===== config.mk =====
export PLATFORM = sky130hd
export DESIGN_NAME = sorted_insert_record_table_core
export DESIGN_NICKNAME = d
export VERILOG_FILES = /design/src/sirt_pkg.sv /design/src/sirt_ram.sv /design/src/sorted_insert_record_table_core.sv
export SDC_FILE = /design/constraint.sdc
export NUM_CORES = 1
export LEC_CHECK = 0
export BUFFER_PORTS_ARGS = -buffer_cell sky130_fd_sc_hd__buf_4
export CAP_MARGIN = 10
export CORE_AREA = 2 2 270 139
export CTS_CLUSTER_DIAMETER = 100
export DETAILED_ROUTE_END_ITERATION = 7
export DIE_AREA = 0 0 272 141
export MAX_ROUTING_LAYER = met4
export PLACE_DENSITY = 0.82
export REMOVE_ABC_BUFFERS = 1
export SYNTH_ARGS = -nofsm -noshare
export SYNTH_HDL_FRONTEND = slang
export SYNTH_SLANG_ARGS = --single-unit

===== constraint.sdc =====
create_clock -name clock -period 4.7 [get_ports clock]
set_input_delay 0.94 -clock clock [delete_from_list [all_inputs] [get_ports clock]]
set_output_delay 0.94 -clock clock [all_outputs]
set_load 0.02 [all_outputs]

===== src/sirt_pkg.sv =====
// Shared types and codes for the sorted record table.
package sirt_pkg;

   localparam int KEY_W   = 16;
   localparam int VALUE_W = 8;
   localparam int REC_W   = KEY_W + VALUE_W;

   localparam logic OP_INSERT = 1'b0;
   localparam logic OP_DUMP   = 1'b1;

   localparam logic [1:0] STATUS_INSERTED = 2'd0;
   localparam logic [1:0] STATUS_FULL     = 2'd1;
   localparam logic [1:0] STATUS_RECORD   = 2'd2;
   localparam logic [1:0] STATUS_EMPTY    = 2'd3;

   typedef enum logic [2:0] {
      ST_IDLE,
      ST_INS_SCAN,
      ST_INS_LAST,
      ST_DUMP,
      ST_RESP
   } state_type;

endpackage


===== src/sirt_ram.sv =====
// Generic single-write, single-read RAM with registered read data.
module sirt_ram #(
   parameter int WIDTH = 24,
   parameter int DEPTH = 16
) (
   input  logic                                    clock,
   input  logic                                    wr_en,
   input  logic [(DEPTH > 1 ? $clog2(DEPTH) : 1)-1:0] wr_addr,
   input  logic [WIDTH-1:0]                        wr_data,
   input  logic [(DEPTH > 1 ? $clog2(DEPTH) : 1)-1:0] rd_addr,
   output logic [WIDTH-1:0]                        rd_data
);

   logic [WIDTH-1:0] mem_ff [DEPTH];
   logic [WIDTH-1:0] rd_data_ff;

   always_ff @(posedge clock) begin
      if (wr_en) begin
         mem_ff[wr_addr] <= wr_data;
      end
      rd_data_ff <= mem_ff[rd_addr];
   end

   assign rd_data = rd_data_ff;

endmodule


===== src/sorted_insert_record_table_core.sv =====
// Sorted record table: up to DEPTH (key, value) records held in ascending key order.
//
// Request channel (req_valid / req_stall): opcode insert places the record before the
// first stored record whose key is not smaller; opcode dump reads every record out.
// One request is worked on at a time; req_stall is high while one is in progress.
// Response channel (rsp_valid / rsp_stall): an insert answers one response (inserted,
// or full and dropped); a dump answers one response per record, the last one flagged,
// or a single empty response. Non-record responses carry zero key and value.
// Records live in one RAM with a registered read. An insert walks down from the top
// entry, one stored record read and moved up per cycle, until it reaches a record with
// a key smaller than the new one or the bottom entry, and then writes the new record.
// A dump streams one record per cycle while the response side does not stall, behind
// the registered RAM read. A full insert or empty dump answers without a RAM access.
// The block returns to idle in the same cycle that the final response of a request is
// registered.
// A stalled response holds in the output register; the block may already take the
// next request, and stalls the request side only when a further response is due.
// Synchronous reset empties the table and drops any pending response; RAM contents
// are not cleared, as entries above the fill count are never read.
module sorted_insert_record_table_core #(
   parameter int DEPTH = 16
) (
   input  logic                       clock,
   input  logic                       reset,
   input  logic                       req_valid,
   output logic                       req_stall,
   input  logic                       req_opcode,
   input  logic [sirt_pkg::KEY_W-1:0] req_rec_key,
   input  logic [sirt_pkg::VALUE_W-1:0] req_rec_value,
   output logic                       rsp_valid,
   input  logic                       rsp_stall,
   output logic [1:0]                 rsp_status,
   output logic [sirt_pkg::KEY_W-1:0] rsp_out_key,
   output logic [sirt_pkg::VALUE_W-1:0] rsp_out_value,
   output logic                       rsp_last
);

   localparam int AW = (DEPTH > 1) ? $clog2(DEPTH) : 1;
   localparam int CW = $clog2(DEPTH + 1);

   sirt_pkg::state_type state_ff, state_in;
   logic [CW-1:0]                count_ff, count_in;
   logic [AW-1:0]                pos_ff, pos_in;
   logic [AW-1:0]                idx_ff, idx_in;
   logic [1:0]                   status_ff, status_in;
   logic [sirt_pkg::KEY_W-1:0]   key_ff, key_in;
   logic [sirt_pkg::VALUE_W-1:0] value_ff, value_in;

   logic                         rsp_valid_ff, rsp_valid_in;
   logic [1:0]                   rsp_status_ff, rsp_status_in;
   logic [sirt_pkg::KEY_W-1:0]   rsp_key_ff, rsp_key_in;
   logic [sirt_pkg::VALUE_W-1:0] rsp_value_ff, rsp_value_in;
   logic                         rsp_last_ff, rsp_last_in;

   logic                         req_take;
   logic                         out_free;
   logic                         out_load;
   logic                         is_full;
   logic                         is_empty;
   logic                         dump_last;
   logic                         shift_up;
   logic [sirt_pkg::KEY_W-1:0]   rd_key;

   logic                         wr_en;
   logic [AW-1:0]                wr_addr;
   logic [sirt_pkg::REC_W-1:0]   wr_data;
   logic [AW-1:0]                rd_addr;
   logic [sirt_pkg::REC_W-1:0]   rd_data;

   sirt_ram #(
      .WIDTH (sirt_pkg::REC_W),
      .DEPTH (DEPTH)
   ) u_ram (
      .clock   (clock),
      .wr_en   (wr_en),
      .wr_addr (wr_addr),
      .wr_data (wr_data),
      .rd_addr (rd_addr),
      .rd_data (rd_data)
   );

   assign req_stall = (state_ff != sirt_pkg::ST_IDLE);
   assign req_take  = req_valid && !req_stall;
   assign out_free  = !rsp_valid_ff || !rsp_stall;
   assign is_full   = (count_ff == CW'(DEPTH));
   assign is_empty  = (count_ff == '0);
   assign dump_last = ((CW'(idx_ff) + CW'(1)) == count_ff);
   assign rd_key    = rd_data[sirt_pkg::REC_W-1 -: sirt_pkg::KEY_W];
   // equal keys move up too, so the new record lands below them
   assign shift_up  = (rd_key >= key_ff);

   // next state
   always_comb begin
      state_in = state_ff;
      unique case (state_ff)
         sirt_pkg::ST_IDLE: begin
            if (req_take) begin
               if (req_opcode == sirt_pkg::OP_DUMP) begin
                  state_in = is_empty ? sirt_pkg::ST_RESP : sirt_pkg::ST_DUMP;
               end else if (is_full) begin
                  state_in = sirt_pkg::ST_RESP;
               end else if (is_empty) begin
                  state_in = sirt_pkg::ST_INS_LAST;
               end else begin
                  state_in = sirt_pkg::ST_INS_SCAN;
               end
            end
         end
         sirt_pkg::ST_INS_SCAN: begin
            if (shift_up) begin
               state_in = (pos_ff == AW'(1)) ? sirt_pkg::ST_INS_LAST : sirt_pkg::ST_INS_SCAN;
            end else begin
               state_in = sirt_pkg::ST_RESP;
            end
         end
         sirt_pkg::ST_INS_LAST: begin
            state_in = sirt_pkg::ST_RESP;
         end
         sirt_pkg::ST_DUMP: begin
            if (out_free && dump_last) begin
               state_in = sirt_pkg::ST_IDLE;
            end
         end
         sirt_pkg::ST_RESP: begin
            if (out_free) begin
               state_in = sirt_pkg::ST_IDLE;
            end
         end
         default: state_in = sirt_pkg::ST_IDLE;
      endcase
   end

   // datapath and RAM control
   always_comb begin
      count_in      = count_ff;
      pos_in        = pos_ff;
      idx_in        = idx_ff;
      status_in     = status_ff;
      key_in        = key_ff;
      value_in      = value_ff;
      rd_addr       = idx_ff;
      wr_en         = 1'b0;
      wr_addr       = pos_ff;
      wr_data       = {key_ff, value_ff};
      out_load      = 1'b0;
      rsp_status_in = status_ff;
      rsp_key_in    = '0;
      rsp_value_in  = '0;
      rsp_last_in   = 1'b1;
      unique case (state_ff)
         sirt_pkg::ST_IDLE: begin
            // the first read goes out with the request: top entry for insert, entry 0 for dump
            rd_addr = (req_opcode == sirt_pkg::OP_DUMP) ? '0 : AW'(count_ff - CW'(1));
            if (req_take) begin
               key_in   = req_rec_key;
               value_in = req_rec_value;
               pos_in   = AW'(count_ff);
               idx_in   = '0;
               if (req_opcode == sirt_pkg::OP_DUMP) begin
                  status_in = sirt_pkg::STATUS_EMPTY;
               end else if (is_full) begin
                  status_in = sirt_pkg::STATUS_FULL;
               end else begin
                  status_in = sirt_pkg::STATUS_INSERTED;
               end
            end
         end
         sirt_pkg::ST_INS_SCAN: begin
            // rd_data holds entry pos-1; next read is pos-2, clear of the write at pos
            rd_addr = pos_ff - AW'(2);
            wr_en   = 1'b1;
            if (shift_up) begin
               wr_data = rd_data;
               pos_in  = pos_ff - AW'(1);
            end else begin
               count_in = count_ff + CW'(1);
            end
         end
         sirt_pkg::ST_INS_LAST: begin
            wr_en    = 1'b1;
            count_in = count_ff + CW'(1);
         end
         sirt_pkg::ST_DUMP: begin
            // hold the read address while the output register is blocked
            rd_addr       = out_free ? (idx_ff + AW'(1)) : idx_ff;
            out_load      = out_free;
            rsp_status_in = sirt_pkg::STATUS_RECORD;
            rsp_key_in    = rd_key;
            rsp_value_in  = rd_data[sirt_pkg::VALUE_W-1:0];
            rsp_last_in   = dump_last;
            if (out_free) begin
               idx_in = idx_ff + AW'(1);
            end
         end
         sirt_pkg::ST_RESP: begin
            out_load = out_free;
         end
         default: begin
            out_load = 1'b0;
         end
      endcase
   end

   always_comb begin
      if (out_load) begin
         rsp_valid_in = 1'b1;
      end else begin
         rsp_valid_in = rsp_valid_ff && rsp_stall;
      end
   end

   always_ff @(posedge clock) begin
      if (reset) begin
         state_ff     <= sirt_pkg::ST_IDLE;
         count_ff     <= '0;
         rsp_valid_ff <= 1'b0;
      end else begin
         state_ff     <= state_in;
         count_ff     <= count_in;
         rsp_valid_ff <= rsp_valid_in;
      end
   end

   always_ff @(posedge clock) begin
      pos_ff    <= pos_in;
      idx_ff    <= idx_in;
      status_ff <= status_in;
      key_ff    <= key_in;
      value_ff  <= value_in;
      if (out_load) begin
         rsp_status_ff <= rsp_status_in;
         rsp_key_ff    <= rsp_key_in;
         rsp_value_ff  <= rsp_value_in;
         rsp_last_ff   <= rsp_last_in;
      end
   end

   assign rsp_valid     = rsp_valid_ff;
   assign rsp_status    = rsp_status_ff;
   assign rsp_out_key   = rsp_key_ff;
   assign rsp_out_value = rsp_value_ff;
   assign rsp_last      = rsp_last_ff;

endmodule


## Word-level counts from Yosys, hierarchy flattened

Memory sizes are Yosys's and may differ from the RTL's. A register that Yosys moved wholly into a read port is not among the register bits.
Cells that the tools add are included.

| operators by class | value |
|---|---|
| add/sub/neg operators | 6 |
| order comparisons | 1 |
| equal/unequal tests | 12 |
| muxes and demuxes | 28 |
| reduce and logical (&&, ||, !) cells | 20 |

Operators with widths:

| kind | count |
|---|---|
| $mux W24 | 2 |
| $mux W3 | 7 |
| $mux W4 | 5 |
| $ge A16 B16 Y1 | 1 |
| $pmux W4 S2 | 2 |
| $pmux W3 S5 | 1 |
| $pmux W4 S3 | 1 |
| $ne A2 B2 Y1 const B | 5 |
| $pmux W5 S2 | 1 |
| $sub A4 B1 Y4 const B | 2 |
| $eq A3 B2 Y1 const B | 2 |
| $mux W1 | 6 |
| $reduce_and A2 Y1 | 3 |
| $reduce_and A3 Y1 | 2 |
| $reduce_bool A2 Y1 | 3 |
| $add A4 B1 Y5 const B | 1 |
| $add A5 B1 Y5 const B | 1 |
| $eq A5 B5 Y1 | 1 |
| $eq A5 B5 Y1 const B | 1 |
| $logic_not A5 Y1 | 1 |
| $mux W5 | 1 |
| $add A4 B1 Y4 const B | 1 |
| $eq A4 B1 Y1 const B | 1 |
| $mux W2 | 2 |
| 9 further kinds | 14 |

| storage, ports and cells | value |
|---|---|
| flip-flop bits (word level) | 70 |
| memory bits (writable) | 384 |
| output and inout bits | 29 |
| word-level logic and storage cells | 80 |
| memories | 1 |

Memory list:

| memory | depth | bits a word | read ports | clocked after memory_dff | wr ports | RTL line | RTL |
|---|---|---|---|---|---|---|---|
| u_ram.mem_ff | 16 | 24 | 1 | 1 | 1 | sirt_ram.sv:14 | `logic [WIDTH-1:0] mem_ff [DEPTH];` |

## Longest topological paths before layout

Gate-level depths: netlist of the first run.

| logic depth | value |
|---|---|
| word-level depth | 6 |
| depth in mapped cells | 12 |

## Modules after synthesis

A second synthesis of the first run with hierarchy kept.

| second synthesis, totals | value |
|---|---|
| cells, all modules | 965 |
| area total of the unflattened synthesis | 18636.6 sq um |

Modules (own cells, without submodules):

| module | instances | cells an instance | area an instance (sq um) | sequential area each (sq um) |
|---|---|---|---|---|
| sirt_ram | 1 | 636 | 14930.6 | 12011.5 |
| sorted_insert_record_table_core | 1 | 329 | 3706.1 | 2011.9 |

## Least setup slack after synthesis of the first run

OpenSTA, ideal clock, no wires.

| timing | value |
|---|---|
| path type | register -> register |
| start | reg state_ff[0] |
| end | mem u_ram.mem_ff[0][0] (enable) |
| setup time | 0.435 ns |
| data arrival time | 2.668 ns |
| data required time | 4.265 ns |
| path slack | 1.597 ns |
| cell stages (with the launch flop) | 6 |
| path buffers | 1 |
| path through | dfxtp_1 -> buf_4 -> nand2b_1 -> a21oi_1 -> nand2_1 -> nor3_1 |

| between the ends | value |
|---|---|
| cells in the longest elaborated chain, start to end | 5 |
| elaborated cells on any way between the ends | 6 |
| classes of those cells | eq/ne (2); mux (3); reduce/logical (1) |

RTL lines:

| element | RTL line | RTL |
|---|---|---|
| start: declaration | sorted_insert_record_table_core.sv:41 | `sirt_pkg::state_type state_ff, state_in;` |
| start signal: assignment | sorted_insert_record_table_core.sv:214 | `state_ff <= sirt_pkg::ST_IDLE;` |
| start signal: assignment | sorted_insert_record_table_core.sv:218 | `state_ff <= state_in;` |
| $eq A3 B1 Y1 / $eq A3 B2 Y1 (equally long branches) | sorted_insert_record_table_core.sv:150 | `unique case (state_ff)` |
| $reduce_or A2 Y1 (no source line) * | -- |  |
| $mux W1 * | sorted_insert_record_table_core.sv:150 |  |
| $mux W1 * | sirt_ram.sv:18 | `if (wr_en) begin` |
| $mux W1 (implied by the code) * | sirt_ram.sv:19 | `mem_ff[wr_addr] <= wr_data;` |
| end: declaration | sirt_ram.sv:14 |  |

Every way passes the cells marked *; elsewhere a longest branch is shown, timed or not.

## Worst setup path in the final report of the first run

| timing | value |
|---|---|
| start | reg key_ff[9] (netlist bit) |
| end | mem u_ram.mem_ff[6][2] (data pin) |

| between the ends | value |
|---|---|
| cells in the longest elaborated chain, start to end | 3 |

RTL lines:

| element | RTL line | RTL |
|---|---|---|
| start: declaration | sorted_insert_record_table_core.sv:46 | `logic [sirt_pkg::KEY_W-1:0] key_ff, key_in;` |
| start signal: assignment | sorted_insert_record_table_core.sv:228 | `key_ff <= key_in;` |
| $ge A16 B16 Y1 | sorted_insert_record_table_core.sv:90 | `assign shift_up = (rd_key >= key_ff);` |
| $mux W24 | sorted_insert_record_table_core.sv:172 | `if (shift_up) begin` |
| $mux W24 | sorted_insert_record_table_core.sv:150 |  |
| named net u_ram.wr_data[2] | sirt_ram.sv:9 | `input logic [WIDTH-1:0] wr_data,` |

The timed path passes the listed nets, and every way through them passes these cells.

==> results.py, run 1 <==
metrics = {
    "status": {
        "status": "completed",
    },
    "timing": {
        "final_max_slew_viol_count": 0,
        "min_period_ns": 3.75,
        "max_slew_margin_pct": 22.2,
        "fin_skew_ns": 0.0177,
        "setup_viol": 0,
        "hold_viol_final": 0,
        "tns_ns": 0,
        "worst_pin_slew_ns": 1.16,
        "worst_slack_ns": 0.952,
        "final.period_utilization_pct": 79.7,
        "clock.fmax_mhz": 267,
        "hold_ws_ns": 0.551,
        "rsz0062_at_grt": "no",
    },
    "place": {
        "gp_congestion": 0.906,
        "dpl.hpwl_um": 27800,
        "dpl.cell_count": 1861,
        "pre_cts_ws_ns": 0.999,
        "io_buffers": 57,
        "place_area_um2": 20800,
    },
    "routing": {
        "drtIter0Drc": 1672,
        "ant_nets": 0,
        "wl_met2_um": 21700,
        "wl_um": 48000,
        "drc": 0,
        "avgViaCountPerCell": 6.16,
        "routed.top_layer": "met4",
        "wire_per_inst_um": 24.8,
        "wl_met1_um": 19400,
        "vias": 11923,
        "drt_first_pass_iters": 6,
        "route.met3.wl_um": 5890,
    },
    "die": {
        "dieWidth_um": 272,
        "initial_core_util_pct": 53.9,
        "core_um2": 36300,
        "ios": 58,
        "num_rows": 50,
        "die_h_um": 141,
        "dieArea_um2": 38400,
    },
    "power": {
        "power.leakage_nw": 7.82,
        "ir_worst_vdd_v": 0.000472,
        "switching_power_mw": 5.66,
        "intPower_mw": 9.67,
        "comb_power_share_pct": 40.5,
        "swShare_pct": 36.9,
        "pwr-share-seq_pct": 36.9,
        "power_mw": 15.3,
        "p_per_area_nw_per_um2": 691,
        "clkPwrFrac_pct": 22.6,
    },
    "logic_synthesis": {
        "ys.flop_type": "edfxtp_1",
        "ys_ff_latch": 478,
        "syn-instance-count": 1336,
        "synth_edf_count": 445,
        "yosysTopAreaCell": "edfxtp_1",
        "syn_avg_cell_area_um2": 14.7,
        "synth_area_um2": 19600,
        "synth.distinct_cells": 60,
        "synth_area_leaders": "edfxtp_1, nand2_1, dfxtp_1",
        "ys_warn_count": 0,
        "synth.top_cell.area_share_pct": 68.2,
        "synthArstFlopShare_pct": 0,
        "synth-seq-area-share_pct": 71.6,
    },
    "cts": {
        "clockBufferDepth": 3,
        "ctsResizeCount": 0,
        "clock_latency_ns": 0.56,
        "htree_num_levels": 2,
        "clock-sinks": 478,
        "numCtsBuffers": 40,
        "postCtsHoldBufs": 0,
        "cts_tree": "done",
        "cts_setup_buffers": 0,
        "clkTransAtPathRegs_ns": 0.07,
        "cts-root-buf": "clkbuf_16",
    },
    "critical_path": {
        "cp_max_fo": 31,
        "end_kind": "register",
        "cp_slowest_stage_delay_ns": 0.55,
        "slowest_stage": "o31ai_1",
        "crit_arrival_ns": 4.02,
        "crit_type": "reg2reg",
        "required_ns": 4.97,
        "crit_chain": "inv_1 > ha_1 > nand4_1 > nor2_1 > inv_1 > o31ai_1 > nor2_1 > nor3_4 > buf_4 > mux2_2",
        "start_kind": "register",
    },
    "final_layout": {
        "finalNonFillerCells": 1935,
        "fin_area_um2": 22200,
        "nNetsFinal": 1465,
        "antenna_cells": 0,
        "drive_gt1_share_pct": 17.6,
        "syn_to_final_growth_pct": 13.2,
        "finish.utilization_pct": 61.1,
    },
    "grt": {
        "grt_max_degree": 103,
        "grt_pass1_wl_um": 71000,
        "antenna_found_initial": 0,
        "grt_overflow": 0,
        "grt_use_total_pct": 25.8,
        "grt_pass1_vias": 11474,
    },
    "hold_path": {
        "worst_hold_path_type": "reg2reg",
    },
    "flow_run": {
        "drv_cap": 0,
    },
}
[cell families after synthesis]
| group | after synthesis | share of synthesized area [%] |
|---|---|---|
| simple gates | 380 | 9.31 |
| compound gates | 239 | 9.28 |
| buf+inv | 112 | 2.91 |
| flops | 478 | 71.6 |
| mux | 83 | 4.46 |
| xor+xnor | 17 | 0.760 |
| fa+ha+maj | 27 | 1.72 |
[cell usage in the layout (no fill, tap or decap), types with 6 or more instances in the layout]
master and n:
edfxtp_1 445, nand2_1 181, buf_4 112, a211oi_1 63, and2_1 54, a31oi_1 49
mux2i_1 49, and3_1 47, clkbuf_16 42, mux2_2 34, dfxtp_1 33, nor2_1 28
ha_1 27, o32ai_1 25, a221o_1 24, inv_1 24, and2_0 21, a21oi_1 17
o21ai_0 15, clkbuf_1 15, nor2_2 11, xnor2_1 11, a211oi_2 10, a21o_1 7
buf_12 7, nand2b_1 6, xor2_1 6, o21ai_1 6
[final timing paths]
kind / start / end / slack, ns / cells after the start
min: status_ff[0] / rsp_status[0] / 0.55 / 1
min reg2reg: status_ff[0] / rsp_status[0] / 0.55 / 1
max: key_ff[9] / u_ram.mem_ff[6][2] / 0.95 / 10
max reg2reg: key_ff[9] / u_ram.mem_ff[6][2] / 0.95 / 10
[synthesized netlist by cell type (all sizes together) (3+ instances only)]
master  number
and2        75
nor3         6
o21ai       21
o32ai       25
a211oi      73
a21oi       20
clkbuf      31
a21o         7
nand4        5
mux2i       49
buf         57
and3        48
dfxtp       33
a221o       24
edfxtp     445
nor2        44
xnor2       11
nand2b       6
inv         24
nor2b        3
nand2      183
xor2         6
ha          27
mux2        34
a31oi       49
[cell type report]
cell class | instances | area, µm²
flip-flops and latches | 478 | 14000
clock inverters | 12 | 179
well taps | 494 | 618
inverters | 24 | 90.1
fillers | 2611 | 14200
repair buffers | 119 | 981
multi-input cells | 746 | 5120
clock buffers | 62 | 1180
[worst max-delay path, delay by kind of cell, from the launching register on]
kind | cells | cell delay [ns]
buffers and inverters | 3 | 0.63
AND/OR/NAND/NOR | 4 | 1.09
adder cells (fa/ha/maj) | 1 | 0.30
multiplexers | 1 | 0.52
AO/OA/AOI/OAI | 1 | 0.55
flip-flops | 1 | 0.35
[per-layer routing]
| metal | up-vias | track usage, % |
|---|---|---|
| met4 | 0 | 6.97 |
| met5 | - | - |
| met3 | 105 | 6.08 |
| met1 | 5878 | 36.4 |
| met2 | 726 | 38.0 |
| li1 | 5214 | - |
[state kept, by name (all words and copies together) (netlist names)]
signal and flops:
value_ff 8, rsp_last 1, rsp_out_value 8, pos_ff 4
status_ff 2, rsp_valid 1, key_ff 16, state_ff 3
u_ram.mem_ff 384, idx_ff 4, u_ram.rd_data 24, count_ff 5
rsp_out_key 16, rsp_status 2
[power groups by stage]
| stage | clock network [mW] | registers, mW | logic [mW] |
|---|---|---|---|
| floorplan | 0 | 5.70 | 3.83 |
| global placement | 0 | 5.72 | 5.82 |
| detailed placement | 0 | 5.74 | 6.06 |
| CTS | 3.50 | 5.65 | 6.12 |
| global route | 3.67 | 5.69 | 6.64 |
| finish | 3.47 | 5.66 | 6.21 |
(Power assumes the default switching activity.)
==> run 2: changes to the inputs <==
clock period = 3.5 ns   (was 4.7 ns; I/O delays follow)
==> run 2 against run 1 <==
  * Worst setup slack worse by 0.71 ns
  * Non-clock buffer count is 12 higher
  * Clock-buffer cell count down 11
  * Clock skew shrank 0.0022 ns
  * Critical endpoint is now u_ram.mem_ff[14][12]
  * Largest power group unchanged
  * Highest routed layer unchanged
==> results.py, run 2 (synthesized netlist as in run 1, its figures left out) <==
metrics = {
    "status": {
        "status": "completed",
    },
    "die": {
        "dieWidth_um": 272,
        "num_rows": 50,
        "die_h_um": 141,
        "dieArea_um2": 38400,
        "core_um2": 36300,
        "ios": 58,
        "initial_core_util_pct": 53.9,
    },
    "critical_path": {
        "slowest_stage": "o21ai_1",
        "reg2reg_to": "u_ram.mem_ff[14][12]",
        "start_kind": "register",
        "end_kind": "register",
        "ff2ff_setup_slack_ns": 0.24,
        "r2r-start": "key_ff[12]",
        "cp_max_fo": 19,
        "crit_buf_inv": 3,
        "crit_arrival_ns": 3.46,
        "cp_slowest_stage_delay_ns": 0.57,
        "required_ns": 3.70,
        "path_delay_family": "compound AO/OA/AOI/OAI gates",
        "crit_type": "reg2reg",
        "r2r_cells": 11,
        "crit_chain": "inv_1 > ha_1 > nand4_1 > nor2_1 > inv_1 > o31ai_1 > nor2_1 > nor3_4 > buf_4 > nand2_1 > o21ai_1",
    },
    "grt": {
        "grt_use_total_pct": 26.2,
        "grt_overflow": 0,
        "grt_pass1_vias": 11711,
        "grt_max_degree": 71,
        "antenna_found_initial": 1,
        "grt_pass1_wl_um": 72100,
    },
    "power": {
        "switching_power_mw": 7.73,
        "pwr-share-seq_pct": 35.9,
        "intPower_mw": 13.2,
        "comb_power_share_pct": 41.3,
        "ir_worst_vdd_v": 0.000843,
        "swShare_pct": 37.0,
        "p_per_area_nw_per_um2": 931,
        "clkPwrFrac_pct": 22.8,
        "power.leakage_nw": 7.95,
    },
    "timing": {
        "max_slew_margin_pct": 19.3,
        "fin_skew_ns": 0.0155,
        "final.period_utilization_pct": 93.1,
        "min_period_ns": 3.26,
        "hold_viol_final": 0,
        "worst_pin_slew_ns": 1.19,
        "clock.fmax_mhz": 307,
        "final_max_slew_viol_count": 0,
        "rsz0062_at_grt": "no",
        "tns_ns": 0,
        "worst_slack_ns": 0.242,
        "setup_viol": 0,
    },
    "place": {
        "pre_cts_ws_ns": 0.227,
        "dpl.hpwl_um": 28300,
        "place_area_um2": 21000,
        "io_buffers": 57,
        "gp_congestion": 0.955,
    },
    "final_layout": {
        "multi_input_area_um2": 5120,
        "fin_area_um2": 22400,
        "fill_cells": 2559,
        "finish.utilization_pct": 61.7,
        "mostFrequentLayoutCells": "edfxtp_1, nand2_1, buf_4",
        "nNetsFinal": 1478,
        "top_register": "u_ram.mem_ff",
        "syn_to_final_growth_pct": 14.5,
        "drive_gt1_share_pct": 18.8,
        "seqCellArea_um2": 14000,
        "final_common_cell": "edfxtp_1",
        "largest_register_ffs": 384,
    },
    "hold_path": {
        "min-delay-start": "req_rec_value[7]",
        "worst_hold_path_type": "in2reg",
        "hold_depth": 1,
        "hold_end": "value_ff[7]",
    },
    "cts": {
        "clock_latency_ns": 0.56,
        "clockBufferDepth": 3,
        "cts_setup_buffers": 0,
        "postCtsHoldBufs": 0,
        "cts-root-buf": "clkbuf_16",
        "htree_num_levels": 2,
        "clkTransAtPathRegs_ns": 0.07,
        "clock-sinks": 478,
        "cts_tree": "done",
        "numCtsBuffers": 41,
        "ctsResizeCount": 0,
    },
    "routing": {
        "wire_per_inst_um": 24.8,
        "drc": 0,
        "avgViaCountPerCell": 6.19,
        "drt_first_pass_iters": 5,
        "wl_um": 48300,
        "vias": 12062,
        "ant_nets": 0,
        "drtIter0Drc": 1647,
    },
    "flow_run": {
        "drv_cap": 0,
    },
}
## run 2: power by group through the flow
stage               combinational [mW]  sequential (mW)  clock (mW)
finish                            8.63             7.51        4.76
global route                      9.27             7.55        5.02
CTS                               8.50             7.50        4.81
detailed placement                8.39             7.61           0
global placement                  8.21             7.59           0
floorplan                         4.40             7.65           0
## run 2: final cells by class
class                   count  area share [%]
inverters                  24           0.401
multi-input cells         746            22.8
flip-flops and latches    478            62.5
well taps                 494            2.75
repair buffers            131            5.27
diodes                      1          0.0112
clock buffers              51            5.06
clock inverters            24            1.18
## run 2: worst max path at each step
stage           startpoint              endpoint  slack, ns  cells after the start
5_1_grt          key_ff[0]   u_ram.mem_ff[7][12]       0.04                     10
3_3_place_gp    req_opcode     u_ram.rd_data[15]       0.47                      9
3_5_place_dp     key_ff[0]  u_ram.mem_ff[14][12]       0.23                      8
6_report        key_ff[12]  u_ram.mem_ff[14][12]       0.24                     11
2_1_floorplan  state_ff[1]      u_ram.rd_data[0]      -3.33                      7
4_1_cts          key_ff[0]   u_ram.mem_ff[7][12]       0.15                      8
## run 2: per-layer routing
metal | part of all wire, % | up-vias | track usage [%]
met5 | 0 | - | -
met2 | 44 | 772 | 38.2
li1 | - | 5245 | -
met4 | 3.4 | 0 | 9.02
met1 | 41 | 5916 | 36.7
met3 | 11 | 129 | 5.84
## run 2: stage by stage
stage	hold WS [ns]	std cells	power (mW)
2_1_floorplan	0.477	1248	12.0
3_3_place_gp	0.489	1873	15.8
3_5_place_dp	0.513	1873	16.0
4_1_cts	0.298	1948	20.8
5_1_grt	0.294	1949	21.8
6_report	0.323	1949	20.9
## run 2: worst register-to-register path, stage by stage, from the launching register on
cell and delay, ns:
edfxtp_1 0.34, inv_1 0.06, ha_1 0.28, nand4_1 0.19, nor2_1 0.19, inv_1 0.09, o31ai_1 0.43, nor2_1 0.17
nor3_4 0.21, buf_4 0.29, nand2_1 0.08, o21ai_1 0.57
